==> src/rtl/fixed_to_decimal_text_core_defines.svh <==
// Assertion macros shared by the fixed-to-decimal text core.
// Included by modules that carry concurrent assertions; no other dependencies.
`ifndef FIXED_TO_DECIMAL_TEXT_CORE_DEFINES_SVH
`define FIXED_TO_DECIMAL_TEXT_CORE_DEFINES_SVH

`ifndef SYNTHESIS
// checked property, disabled while reset is asserted
`define FTDT_ASSERT(lbl, clk, rst_n, prop) \
    lbl: assert property (@(posedge clk) disable iff (!rst_n) prop) \
        else $error("fixed_to_decimal_text_core: assertion failed");
// checked property, also active during reset
`define FTDT_ASSERT_ALWAYS(lbl, clk, prop) \
    lbl: assert property (@(posedge clk) prop) \
        else $error("fixed_to_decimal_text_core: assertion failed");
`else
`define FTDT_ASSERT(lbl, clk, rst_n, prop)
`define FTDT_ASSERT_ALWAYS(lbl, clk, prop)
`endif

`endif

==> src/rtl/ftdt_pkg.sv <==
// Shared types and constants of the fixed-to-decimal text core.
// No dependencies; used by ftdt_ctrl, ftdt_datapath and the top level.
package ftdt_pkg;

    localparam logic [6:0] CHAR_ZERO  = 7'h30;
    localparam logic [6:0] CHAR_POINT = 7'h2E;
    localparam logic [6:0] CHAR_MINUS = 7'h2D;

    // which character the output register captures
    typedef enum logic [1:0] {
        SEL_MINUS = 2'd0,
        SEL_INT   = 2'd1,
        SEL_POINT = 2'd2,
        SEL_FRAC  = 2'd3
    } char_sel_t;

    typedef struct packed {
        logic      load;       // capture a new input value
        logic      conv_step;  // one double-dabble step
        logic      int_shift;  // drop the top integer digit
        logic      frac_step;  // multiply fraction by ten
        logic      out_load;   // write the output register
        char_sel_t sel;
        logic      last;
    } ftdt_cmd_t;

    typedef struct packed {
        logic neg;           // value was negative
        logic int_digit_nz;  // top integer BCD digit is nonzero
        logic out_free;      // output register can take a character
    } ftdt_status_t;

endpackage

==> src/rtl/ftdt_datapath.sv <==
// Datapath of the fixed-to-decimal text core: magnitude, BCD conversion,
// fraction digit generation and the output register. Uses ftdt_pkg.
module ftdt_datapath #(
    parameter int INT_BITS   = 32,
    parameter int FRAC_BITS  = 32,
    parameter int INT_DIGITS = 10
) (
    input  logic                    clk,
    input  logic                    rst_n,
    input  logic signed [63:0]      value,
    input  ftdt_pkg::ftdt_cmd_t     cmd,
    output ftdt_pkg::ftdt_status_t  stat,
    output logic                    out_valid,
    input  logic                    out_ready,
    output logic [6:0]              character,
    output logic                    last
);

    localparam int TOTAL_BITS = INT_BITS + FRAC_BITS;
    localparam int BCD_BITS   = 4 * INT_DIGITS;

    logic [TOTAL_BITS-1:0] raw;
    logic [TOTAL_BITS-1:0] mag;
    logic                  raw_neg;

    logic [INT_BITS-1:0]   bin_reg,  bin_next;
    logic [BCD_BITS-1:0]   bcd_reg,  bcd_next;
    logic [BCD_BITS-1:0]   bcd_adj;
    logic [FRAC_BITS-1:0]  frac_reg, frac_next;
    logic                  neg_reg,  neg_next;
    logic [FRAC_BITS+3:0]  frac_x10;
    logic [3:0]            frac_digit;
    logic [3:0]            int_digit;

    logic                  out_valid_reg, out_valid_next;
    logic [6:0]            char_reg, char_next;
    logic                  last_reg, last_next;
    logic                  out_free;

    assign raw     = value[TOTAL_BITS-1:0];
    assign raw_neg = raw[TOTAL_BITS-1];
    assign mag     = raw_neg ? (~raw + TOTAL_BITS'(1)) : raw;

    // add-3 correction on every BCD digit before the shift
    always_comb
    begin
        logic [3:0] dig;
        for (int d = 0; d < INT_DIGITS; d++)
        begin
            dig = bcd_reg[4*d +: 4];
            bcd_adj[4*d +: 4] = (dig >= 4'd5) ? (dig + 4'd3) : dig;
        end
    end

    assign frac_x10   = ({4'b0, frac_reg} << 3) + ({4'b0, frac_reg} << 1);
    assign frac_digit = frac_x10[FRAC_BITS+3:FRAC_BITS];
    assign int_digit  = bcd_reg[BCD_BITS-1 -: 4];

    always_comb
    begin
        bin_next  = bin_reg;
        bcd_next  = bcd_reg;
        frac_next = frac_reg;
        neg_next  = neg_reg;
        if (cmd.load)
        begin
            bin_next  = mag[TOTAL_BITS-1:FRAC_BITS];
            bcd_next  = '0;
            frac_next = mag[FRAC_BITS-1:0];
            neg_next  = raw_neg;
        end
        else
        begin
            if (cmd.conv_step)
            begin
                bcd_next = {bcd_adj[BCD_BITS-2:0], bin_reg[INT_BITS-1]};
                bin_next = {bin_reg[INT_BITS-2:0], 1'b0};
            end
            if (cmd.int_shift)
            begin
                bcd_next = {bcd_reg[BCD_BITS-5:0], 4'b0};
            end
            if (cmd.frac_step)
            begin
                frac_next = frac_x10[FRAC_BITS-1:0];
            end
        end
    end

    assign out_free = !out_valid_reg || out_ready;

    always_comb
    begin
        case (cmd.sel)
            ftdt_pkg::SEL_MINUS: char_next = ftdt_pkg::CHAR_MINUS;
            ftdt_pkg::SEL_INT:   char_next = ftdt_pkg::CHAR_ZERO + {3'b0, int_digit};
            ftdt_pkg::SEL_POINT: char_next = ftdt_pkg::CHAR_POINT;
            ftdt_pkg::SEL_FRAC:  char_next = ftdt_pkg::CHAR_ZERO + {3'b0, frac_digit};
            default:             char_next = ftdt_pkg::CHAR_POINT;
        endcase
        last_next = cmd.last;
    end

    always_comb
    begin
        if (cmd.out_load)
            out_valid_next = 1'b1;
        else if (out_ready)
            out_valid_next = 1'b0;
        else
            out_valid_next = out_valid_reg;
    end

    always_ff @(posedge clk or negedge rst_n)
    begin
        if (!rst_n)
            out_valid_reg <= 1'b0;
        else
            out_valid_reg <= out_valid_next;
    end

    always_ff @(posedge clk)
    begin
        bin_reg  <= bin_next;
        bcd_reg  <= bcd_next;
        frac_reg <= frac_next;
        neg_reg  <= neg_next;
        if (cmd.out_load)
        begin
            char_reg <= char_next;
            last_reg <= last_next;
        end
    end

    assign stat.neg          = neg_reg;
    assign stat.int_digit_nz = (int_digit != 4'd0);
    assign stat.out_free     = out_free;

    assign out_valid = out_valid_reg;
    assign character = char_reg;
    assign last      = last_reg;

endmodule

==> src/rtl/ftdt_ctrl.sv <==
// Controller of the fixed-to-decimal text core: sequences conversion and
// character emission. Uses ftdt_pkg and fixed_to_decimal_text_core_defines.svh.
`include "fixed_to_decimal_text_core_defines.svh"

module ftdt_ctrl #(
    parameter int INT_BITS        = 32,
    parameter int INT_DIGITS      = 10,
    parameter int FRACTION_DIGITS = 6
) (
    input  logic                   clk,
    input  logic                   rst_n,
    input  logic                   in_valid,
    output logic                   in_ready,
    output ftdt_pkg::ftdt_cmd_t    cmd,
    input  ftdt_pkg::ftdt_status_t stat
);

    localparam int CNT_MAX = (INT_BITS > FRACTION_DIGITS) ? INT_BITS : FRACTION_DIGITS;
    localparam int CNT_W   = $clog2(CNT_MAX + 1);

    typedef enum logic [5:0] {
        ST_IDLE  = 6'b000001,
        ST_CONV  = 6'b000010,
        ST_SIGN  = 6'b000100,
        ST_INT   = 6'b001000,
        ST_POINT = 6'b010000,
        ST_FRAC  = 6'b100000
    } state_t;

    state_t           state_reg, state_next;
    logic [CNT_W-1:0] cnt_reg,   cnt_next;
    logic             seen_reg,  seen_next;
    logic             cnt_zero;

    assign cnt_zero = (cnt_reg == '0);
    assign in_ready = (state_reg == ST_IDLE);

    always_comb
    begin
        state_next    = state_reg;
        cnt_next      = cnt_reg;
        seen_next     = seen_reg;
        cmd           = '0;
        cmd.sel       = ftdt_pkg::SEL_POINT;
        case (state_reg)
            ST_IDLE:
            begin
                if (in_valid)
                begin
                    cmd.load   = 1'b1;
                    seen_next  = 1'b0;
                    cnt_next   = CNT_W'(INT_BITS - 1);
                    state_next = ST_CONV;
                end
            end
            ST_CONV:
            begin
                cmd.conv_step = 1'b1;
                if (cnt_zero)
                begin
                    cnt_next   = CNT_W'(INT_DIGITS - 1);
                    state_next = stat.neg ? ST_SIGN : ST_INT;
                end
                else
                begin
                    cnt_next = cnt_reg - CNT_W'(1);
                end
            end
            ST_SIGN:
            begin
                cmd.sel = ftdt_pkg::SEL_MINUS;
                if (stat.out_free)
                begin
                    cmd.out_load = 1'b1;
                    state_next   = ST_INT;
                end
            end
            ST_INT:
            begin
                cmd.sel = ftdt_pkg::SEL_INT;
                if (stat.out_free)
                begin
                    cmd.int_shift = 1'b1;
                    // leading zeros are dropped, but the ones digit always goes out
                    cmd.out_load  = stat.int_digit_nz || seen_reg || cnt_zero;
                    seen_next     = seen_reg || stat.int_digit_nz;
                    if (cnt_zero)
                        state_next = ST_POINT;
                    else
                        cnt_next = cnt_reg - CNT_W'(1);
                end
            end
            ST_POINT:
            begin
                cmd.sel = ftdt_pkg::SEL_POINT;
                if (stat.out_free)
                begin
                    cmd.out_load = 1'b1;
                    cnt_next     = CNT_W'(FRACTION_DIGITS - 1);
                    state_next   = ST_FRAC;
                end
            end
            ST_FRAC:
            begin
                cmd.sel = ftdt_pkg::SEL_FRAC;
                if (stat.out_free)
                begin
                    cmd.frac_step = 1'b1;
                    cmd.out_load  = 1'b1;
                    cmd.last      = cnt_zero;
                    if (cnt_zero)
                        state_next = ST_IDLE;
                    else
                        cnt_next = cnt_reg - CNT_W'(1);
                end
            end
            default:
            begin
                state_next = ST_IDLE;
            end
        endcase
    end

    always_ff @(posedge clk or negedge rst_n)
    begin
        if (!rst_n)
        begin
            state_reg <= ST_IDLE;
            cnt_reg   <= '0;
            seen_reg  <= 1'b0;
        end
        else
        begin
            state_reg <= state_next;
            cnt_reg   <= cnt_next;
            seen_reg  <= seen_next;
        end
    end

    `FTDT_ASSERT(a_load_when_free, clk, rst_n, cmd.out_load |-> stat.out_free)
    `FTDT_ASSERT(a_accept_starts_conv, clk, rst_n, (in_valid && in_ready) |=> (state_reg == ST_CONV))
    `FTDT_ASSERT(a_last_ends_item, clk, rst_n, (cmd.out_load && cmd.last) |=> (state_reg == ST_IDLE))
    `FTDT_ASSERT(a_conv_exit, clk, rst_n, (state_reg == ST_CONV && cnt_zero) |=> (state_reg == ST_SIGN || state_reg == ST_INT))

endmodule

==> src/rtl/fixed_to_decimal_text_core.sv <==
// Fixed-point to decimal ASCII text converter, top level.
// Input channel (in_valid/in_ready, value) takes one signed fixed-point number
// with INT_BITS integer and FRAC_BITS fraction bits in the low bits of value.
// Output channel (out_valid/out_ready, character, last) gives its text one
// character per transfer: optional '-', integer digits without leading zeros,
// '.', then FRACTION_DIGITS truncated fraction digits; last marks the end.
// After a number is taken, shift-and-add-3 BCD conversion runs one step per
// integer bit, then characters leave at one per cycle while the receiver does
// not stall: the integer digits scan all INT_DIGITS BCD positions one per
// cycle whether printed or not. For a positive number each skipped leading
// zero delays the first character.
// in_ready is high only while no number is in progress; the next number can
// be taken while the final character still waits in the output register.
// A stalled receiver holds the output register and the character states.
// Reset empties the output register and returns the sequencer to idle.
module fixed_to_decimal_text_core #(
    parameter int FRACTION_DIGITS = 6,
    parameter int INT_BITS        = 32,
    parameter int FRAC_BITS       = 32
) (
    input  logic               clk,
    input  logic               rst_n,
    input  logic               in_valid,
    output logic               in_ready,
    input  logic signed [63:0] value,
    output logic               out_valid,
    input  logic               out_ready,
    output logic [6:0]         character,
    output logic               last
);

    // decimal digits of the largest INT_BITS-bit magnitude (0.30103 ~ log10 2)
    localparam int INT_DIGITS = (INT_BITS * 30103) / 100000 + 1;

    ftdt_pkg::ftdt_cmd_t    cmd;
    ftdt_pkg::ftdt_status_t stat;

    ftdt_ctrl #(
        .INT_BITS        (INT_BITS),
        .INT_DIGITS      (INT_DIGITS),
        .FRACTION_DIGITS (FRACTION_DIGITS)
    ) u_ctrl (
        .clk      (clk),
        .rst_n    (rst_n),
        .in_valid (in_valid),
        .in_ready (in_ready),
        .cmd      (cmd),
        .stat     (stat)
    );

    ftdt_datapath #(
        .INT_BITS   (INT_BITS),
        .FRAC_BITS  (FRAC_BITS),
        .INT_DIGITS (INT_DIGITS)
    ) u_datapath (
        .clk       (clk),
        .rst_n     (rst_n),
        .value     (value),
        .cmd       (cmd),
        .stat      (stat),
        .out_valid (out_valid),
        .out_ready (out_ready),
        .character (character),
        .last      (last)
    );

endmodule
==> config.mk <==
export PLATFORM = sky130hd
export DESIGN_NAME = fixed_to_decimal_text_core
export DESIGN_NICKNAME = d
export VERILOG_FILES = /design/src/rtl/ftdt_pkg.sv /design/src/rtl/ftdt_datapath.sv /design/src/rtl/ftdt_ctrl.sv /design/src/rtl/fixed_to_decimal_text_core.sv
export VERILOG_INCLUDE_DIRS = /design/src /design/src/rtl
export SDC_FILE = /design/constraint.sdc
export NUM_CORES = 1
export LEC_CHECK = 0
export BUFFER_PORTS_ARGS = -buffer_cell sky130_fd_sc_hd__buf_2
export CAP_MARGIN = 30
export CORE_UTILIZATION = 50
export CTS_BUF_LIST = sky130_fd_sc_hd__clkbuf_2
export CTS_CLUSTER_SIZE = 14
export DETAILED_ROUTE_END_ITERATION = 7
export GPL_TIMING_DRIVEN = 0
export PLACE_DENSITY = 0.76
export SETUP_SLACK_MARGIN = 0.2
export SYNTH_ARGS = -nofsm -noshare
export SYNTH_HDL_FRONTEND = slang
export SYNTH_SLANG_ARGS = --single-unit
==> constraint.sdc <==
create_clock -name clk -period 5.1 [get_ports clk]
set_input_delay 1.02 -clock clk [delete_from_list [all_inputs] [get_ports clk]]
set_output_delay 1.02 -clock clk [all_outputs]
set_load 0.05 [all_outputs]
== Yosys cells after proc, flatten, opt, wreduce, memory -nomap -nowiden ==
Index checks and enable logic that the tools add are counted.
Storage, ports and cells
  output and inout bits: 10
  register bits: 127
  bits of input ports: 68
  word-level logic and storage cells: 123
Operators by class
  magnitude comparators: 10
  bitwise gates (word level): 1
  add/subtract/negate cells: 15
  reductions and logical operators: 19
  eq/ne operators: 19
  multiplexer cells: 48
Operator list (count)
  32-bit two-way mux: 4
  40-bit two-way mux: 2
  6-bit two-way mux: 13
  64-bit by 1-bit adder with 64-bit output (second input constant): 1
  64-bit two-way mux: 1
  64-bit inverter: 1
  4-bit by 3-bit greater-or-equal comparator with 1-bit output (second input constant): 10
  4-bit two-way mux: 10
  35-bit by 33-bit adder with 36-bit output: 1
  4-bit by 2-bit adder with 4-bit output (second input constant): 9
  6-bit case mux with 6 select lines: 1
  7-bit case mux with 4 select lines: 1
  6-bit case mux with 4 select lines: 1
  2-bit by 1-bit inequality test with 1-bit output (second input constant): 8
  6-bit by 4-bit adder with 7-bit output (first input constant): 2
  3-bit case mux with 4 select lines: 1
  1-bit two-way mux: 11
  2-bit nonzero test: 5
  8-bit AND reduction: 1
  4-bit nonzero test: 2
  6-bit by 1-bit equality test with 1-bit output (second input constant): 1
  6-bit by 2-bit equality test with 1-bit output (second input constant): 1
  6-bit by 3-bit equality test with 1-bit output (second input constant): 1
  6-bit by 4-bit equality test with 1-bit output (second input constant): 1
  other kinds (18): 23

== Longest topological paths before layout ==
  word-level depth: 7
  mapped depth: 11
  mapped depth without buffers: 10

== Hierarchy ==
A second synthesis with hierarchy kept.
Unflattened totals
  cell total of the unflattened synthesis: 1167
  area, all modules: 9701.8 µm²
Modules (own cells, without submodules)
  ftdt_datapath: cells an instance 1044, area an instance 8654.6 µm², instances 1, seq. area each 2957.8 µm²
  ftdt_ctrl: cells an instance 123, area an instance 1047.3 µm², instances 1, seq. area each 326.6 µm²

== Least setup slack after synthesis ==
No wires, ideal clock.
  kind: register to register
  start: reg u_ctrl.state_reg[5]
  end: reg u_datapath.frac_reg[0], enable pin
  cell stages (with the launch flop): 8
  buffers on the path: 3
  clock period less this slack: 4621 ps
  required time: 4634 ps
  path slack: 479 ps
  library setup time: 466 ps
  data arrival time: 4155 ps
  cell sequence: dfrtp_1 > clkbuf_1 > or4_1 > nor3b_1 > nand2_1 > clkbuf_1 > clkbuf_1 > o21ai_0
On the way
  longest elaborated chain between the ends: 3
  elaborated cells on any way between the ends: 5
  those cells by class: 2 x eq/ne; 2 x mux; 1 x reduce/logical
Ends and longest elaborated chain
  from (decl): RTL line ftdt_ctrl.sv:30  | state_t state_reg, state_next;
  from (signal assigned): RTL line ftdt_ctrl.sv:134  | state_reg <= state_next;
  6-bit by 1-bit equality test with 1-bit output
  named net in_ready: RTL line fixed_to_decimal_text_core.sv:24  | output logic in_ready,
  1-bit two-way mux: RTL line ftdt_ctrl.sv:45  | case (state_reg)
  2-bit nonzero test (no source line)
  to (signal assigned): RTL line ftdt_datapath.sv:126  | frac_reg <= frac_next;
  to (decl): RTL line ftdt_datapath.sv:29  | logic [FRAC_BITS-1:0] frac_reg, frac_next;
The timed path passes the listed nets, and every way through them passes these cells.
A chain may end at the register's enable or synchronous reset.

== Worst setup path in the final report ==
  start: reg u_datapath.frac_reg[0]
  end: reg u_datapath.char_reg[1] (netlist: u_datapath.character[1]) (data pin)
On the way
  longest elaborated chain between the ends: 3
Ends and longest elaborated chain
  35-bit by 33-bit adder with 36-bit output: RTL line ftdt_datapath.sv:55  | assign frac_x10 = ({4'b0, frac_reg} << 3) + ({4'b0, frac_reg} << 1);
  6-bit by 4-bit adder with 7-bit output: RTL line ftdt_datapath.sv:98  | ftdt_pkg::SEL_FRAC: char_next = ftdt_pkg::CHAR_ZERO + {3'b0, frac_digit};
  7-bit case mux with 4 select lines: RTL line ftdt_datapath.sv:94  | case (cmd.sel)
  named net u_datapath.char_next[1]: RTL line ftdt_datapath.sv:36  | logic [6:0] char_reg, char_next;
  to (signal assigned): RTL line ftdt_datapath.sv:130  | char_reg <= char_next;
  to (decl): RTL line ftdt_datapath.sv:36
The timed path passes the listed nets, and every way through them passes these cells.

==> results.sh <==
export IMPL_ys_async_sr_fraction_pct=11.20
export IMPL_min_path_type="in2async"
export IMPL_io_buffers=75
export IMPL_wl_per_cell_um=16.98
export IMPL_path_clk_slew_ns=0.21
export IMPL_synth_common_cells="nand2_1 (131), a21oi_1 (116), o21ai_0 (113), nor2_1 (87), edfxtp_1 (71)"
export IMPL_cts_made_buffers=17
export IMPL_row_count=48
export IMPL_place_hpwl_mm=18.07
export IMPL_synth_ff_type="edfxtp_1"
export IMPL_placed_cells=1382
export IMPL_yosysUniqueCellTypes=74
export IMPL_power_internal_mw=3.300
export IMPL_period_needed_ns=3.722
export IMPL_maxCapViolations=0
export IMPL_leakage_nw=3.824
export IMPL_wl_met2_mm=10.49
export IMPL_synth_edf_count=71
export IMPL_final_cell_count_no_fill=1415
export IMPL_ctsRootBufferMaster="clkbuf_2"
export IMPL_timing_fmax_ghz=0.2687
export IMPL_worstPathRequired_ns=5.62
export IMPL_netlist_instances=1080
export IMPL_die_x_um=137.0
export IMPL_drtAntennaViolNets=0
export IMPL_syn_nets=1203
export IMPL_peakVddDrop_mv=0.2773
export IMPL_p_sw_share_pct=47.12
export IMPL_fillers=1622
export IMPL_pin_count=78
export IMPL_syn_area_um2=9107
export IMPL_final_setup_skew_ns=0.04268
export IMPL_dr_wl_met3_mm=1.695
export IMPL_gp_congestion=0.9393
export IMPL_vias_per_cell=5.992
export IMPL_p_per_area_nw_per_um2=621.4
export IMPL_power_mw=6.240
export IMPL_gr_total_overflow=0
export IMPL_path_max_fanout=4
export IMPL_dieArea_um2=18760
export IMPL_post_cts_setup_buffers=0
export IMPL_p_clk_share_pct=9.6
export IMPL_routed_wl_mm=24.02
export IMPL_p_sw_mw=2.940
export IMPL_setup_viol=0
export IMPL_cts_sinks=125
export IMPL_syn_to_final_growth_pct=10.25
export IMPL_timing_final_crit_share_pct=72.98
export IMPL_startpoint_type="register"
export IMPL_ys_seq_area_share_pct=36.06
export IMPL_final_core_util_pct=57.26
export IMPL_cp_arrival_ns=4.24
export IMPL_ys_seq_elements=125
export IMPL_sequentialPowerShare_pct=30.6
export IMPL_synth_area_per_cell_um2=8.433
export IMPL_cts_hold_fix_buffers=0
export IMPL_largest_register_ff_count=40
export IMPL_synth_most_common_cell="nand2_1"
export IMPL_h_tree_depth=4
export IMPL_nets=1299
export IMPL_antenna_found_initial=1
export IMPL_dr_pass1_iters=5
export IMPL_wirelength_met1_mm=11.40
export IMPL_grt_pass1_wl_mm=39.04
export IMPL_worstSetupEndpointType="register"
export IMPL_clk_latency_ns=0.75
export IMPL_initial_core_util_pct=51.93
export IMPL_drcViolationCount=0
export IMPL_netlist_area_leader_share_pct=23.41
export IMPL_die_h_um=137.0
export IMPL_rsz0062_at_grt="false"
export IMPL_grt_max_degree=23
export IMPL_status="complete, no violations"
export IMPL_grt_pass1_vias=7890
export IMPL_drv_slew=0
export IMPL_core_um2=17540
export IMPL_drt_iter0_markers=681
export IMPL_globalRouteTotalUtil_pct=26.82
export IMPL_cts_tree="done"
export IMPL_vias=8478
export IMPL_top_layer="met4"
export IMPL_worstMarginPinSlew_ns=0.9505
export IMPL_post_cts_resized=0
export IMPL_yosysWarnings=0
export IMPL_path_class="reg2reg"
export IMPL_hold_violations=0
export IMPL_drive_above_1_share_pct=11.94
export IMPL_yosysTopAreaCell="edfxtp_1"
export IMPL_p_comb_share_pct=59.7
export IMPL_slew_headroom_pct=36.50
export IMPL_synth_area_leaders="edfxtp_1 (23%), dfxtp_1 (8.8%), ha_1 (7.4%)"
export IMPL_clk_path_buf_depth=2
-- worst paths after layout --
kind                                      endpoint                    from  cells after the start  slack, ns
setup reg to reg           u_datapath.character[1]  u_datapath.frac_reg[0]                     10       1.38
hold reg to reg              u_datapath.bcd_reg[0]  u_datapath.bin_reg[31]                      2       0.52
min in group clk             u_datapath.bcd_reg[0]  u_datapath.bin_reg[31]                      2       0.52
max in group asynchronous      u_ctrl.state_reg[0]                   rst_n                      1       4.64
hold / removal                   u_ctrl.cnt_reg[4]                   rst_n                      1       0.12
setup / recovery           u_datapath.character[1]  u_datapath.frac_reg[0]                     10       1.38
-- area by class of cell --
| class | count | area, um2 | area share [%] |
|---|---|---|---|
| antenna | 1 | 2.502 | 0.02492 |
| sequential | 125 | 3284 | 32.71 |
| multi-input combinational | 875 | 5508 | 54.85 |
| clock inverter | 10 | 97.59 | 0.9720 |
| timing repair buffer | 77 | 430.4 | 4.287 |
| tap | 225 | 281.5 | 2.804 |
| buffer | 48 | 206.4 | 2.056 |
| inverter | 32 | 120.1 | 1.196 |
| clock buffer | 22 | 110.1 | 1.097 |
-- cell usage in the layout, fill, tap and decap left out, types with 4 or more instances in the layout --
master / Yosys / routed
o22ai_1: 19 / 19
nor3_1: 25 / 25
xor2_1: 53 / 53
or4_1: 8 / 8
a21oi_1: 116 / 116
o21a_1: 7 / 7
nor2_1: 87 / 87
or3_1: 9 / 9
a32oi_1: 9 / 9
clkbuf_1: 37 / 37
and3_1: 5 / 5
edfxtp_1: 71 / 71
a21o_1: 12 / 12
o21ai_0: 113 / 112
nor3b_1: 14 / 14
inv_1: 32 / 32
nand3_1: 19 / 19
a31oi_1: 6 / 6
nand4_1: 7 / 7
nor2b_1: 7 / 7
dfxtp_1: 40 / 40
clkinv_2: 0 / 6
o41ai_1: 8 / 8
buf_2: 7 / 82
ha_1: 54 / 54
xnor2_1: 49 / 49
dfrtp_1: 13 / 13
o31ai_1: 16 / 16
nand2_1: 131 / 131
o21bai_1: 4 / 4
a221oi_1: 4 / 4
a22oi_1: 9 / 9
o21ai_1: 6 / 6
clkbuf_2: 0 / 22
nand2b_1: 16 / 16
-- per-layer routing --
layer  global-route usage, %  vias to the layer above
met4                   8.486                        0
met5                       0                        -
met1                   37.89                     3959
met3                   5.222                       38
li1                        -                     4151
met2                   41.02                      330
-- critical path, cell delays in order, from the launching register on --
cell	delay [ns]
edfxtp_1	0.44
ha_1	0.24
fa_1	0.42
a21o_1	0.20
a221oi_1	0.62
nand2_1	0.23
a31oi_1	0.25
o21ai_0	0.24
a221oi_1	0.48
xnor2_1	0.14
o221a_2	0.25
-- logic make-up after synthesis --
family	count (synthesis)	synth area share (%)
AOI/OAI and AO/OA	357	23.42
buffers and inverters	80	3.586
other	2	0.08246
DFF	125	36.06
muxes	2	0.2335
xor gates and xnor gates	102	9.809
adders and majority gates	55	7.638
and+or+nand+nor	357	19.16
-- power groups by stage --
| stage | combinational [mW] | clock (mW) | sequential, mW |
|---|---|---|---|
| final | 3.73 | 0.601 | 1.91 |
| after global routing | 4.13 | 0.655 | 1.96 |
| after CTS | 3.66 | 0.613 | 1.91 |
| after floorplan | 2.74 | 0 | 1.90 |
| after detailed placement | 3.64 | 0 | 1.93 |
| after global placement | 3.51 | 0 | 1.94 |
-- metrics by stage --
step	hold WS [ns]	instance area, um2	setup slack (ns)	TNS [ns]
floorplan	0.4699	9107	0.4795	0
global placement	0.4793	9764	-0.5122	-16.31
detailed placement	0.4940	9831	1.144	0
CTS	0.08963	10040	1.381	0
global route	0.07246	10040	1.091	0
finish	0.1230	10040	1.378	0
No activity file was read; power rests on OpenSTA's default activity.
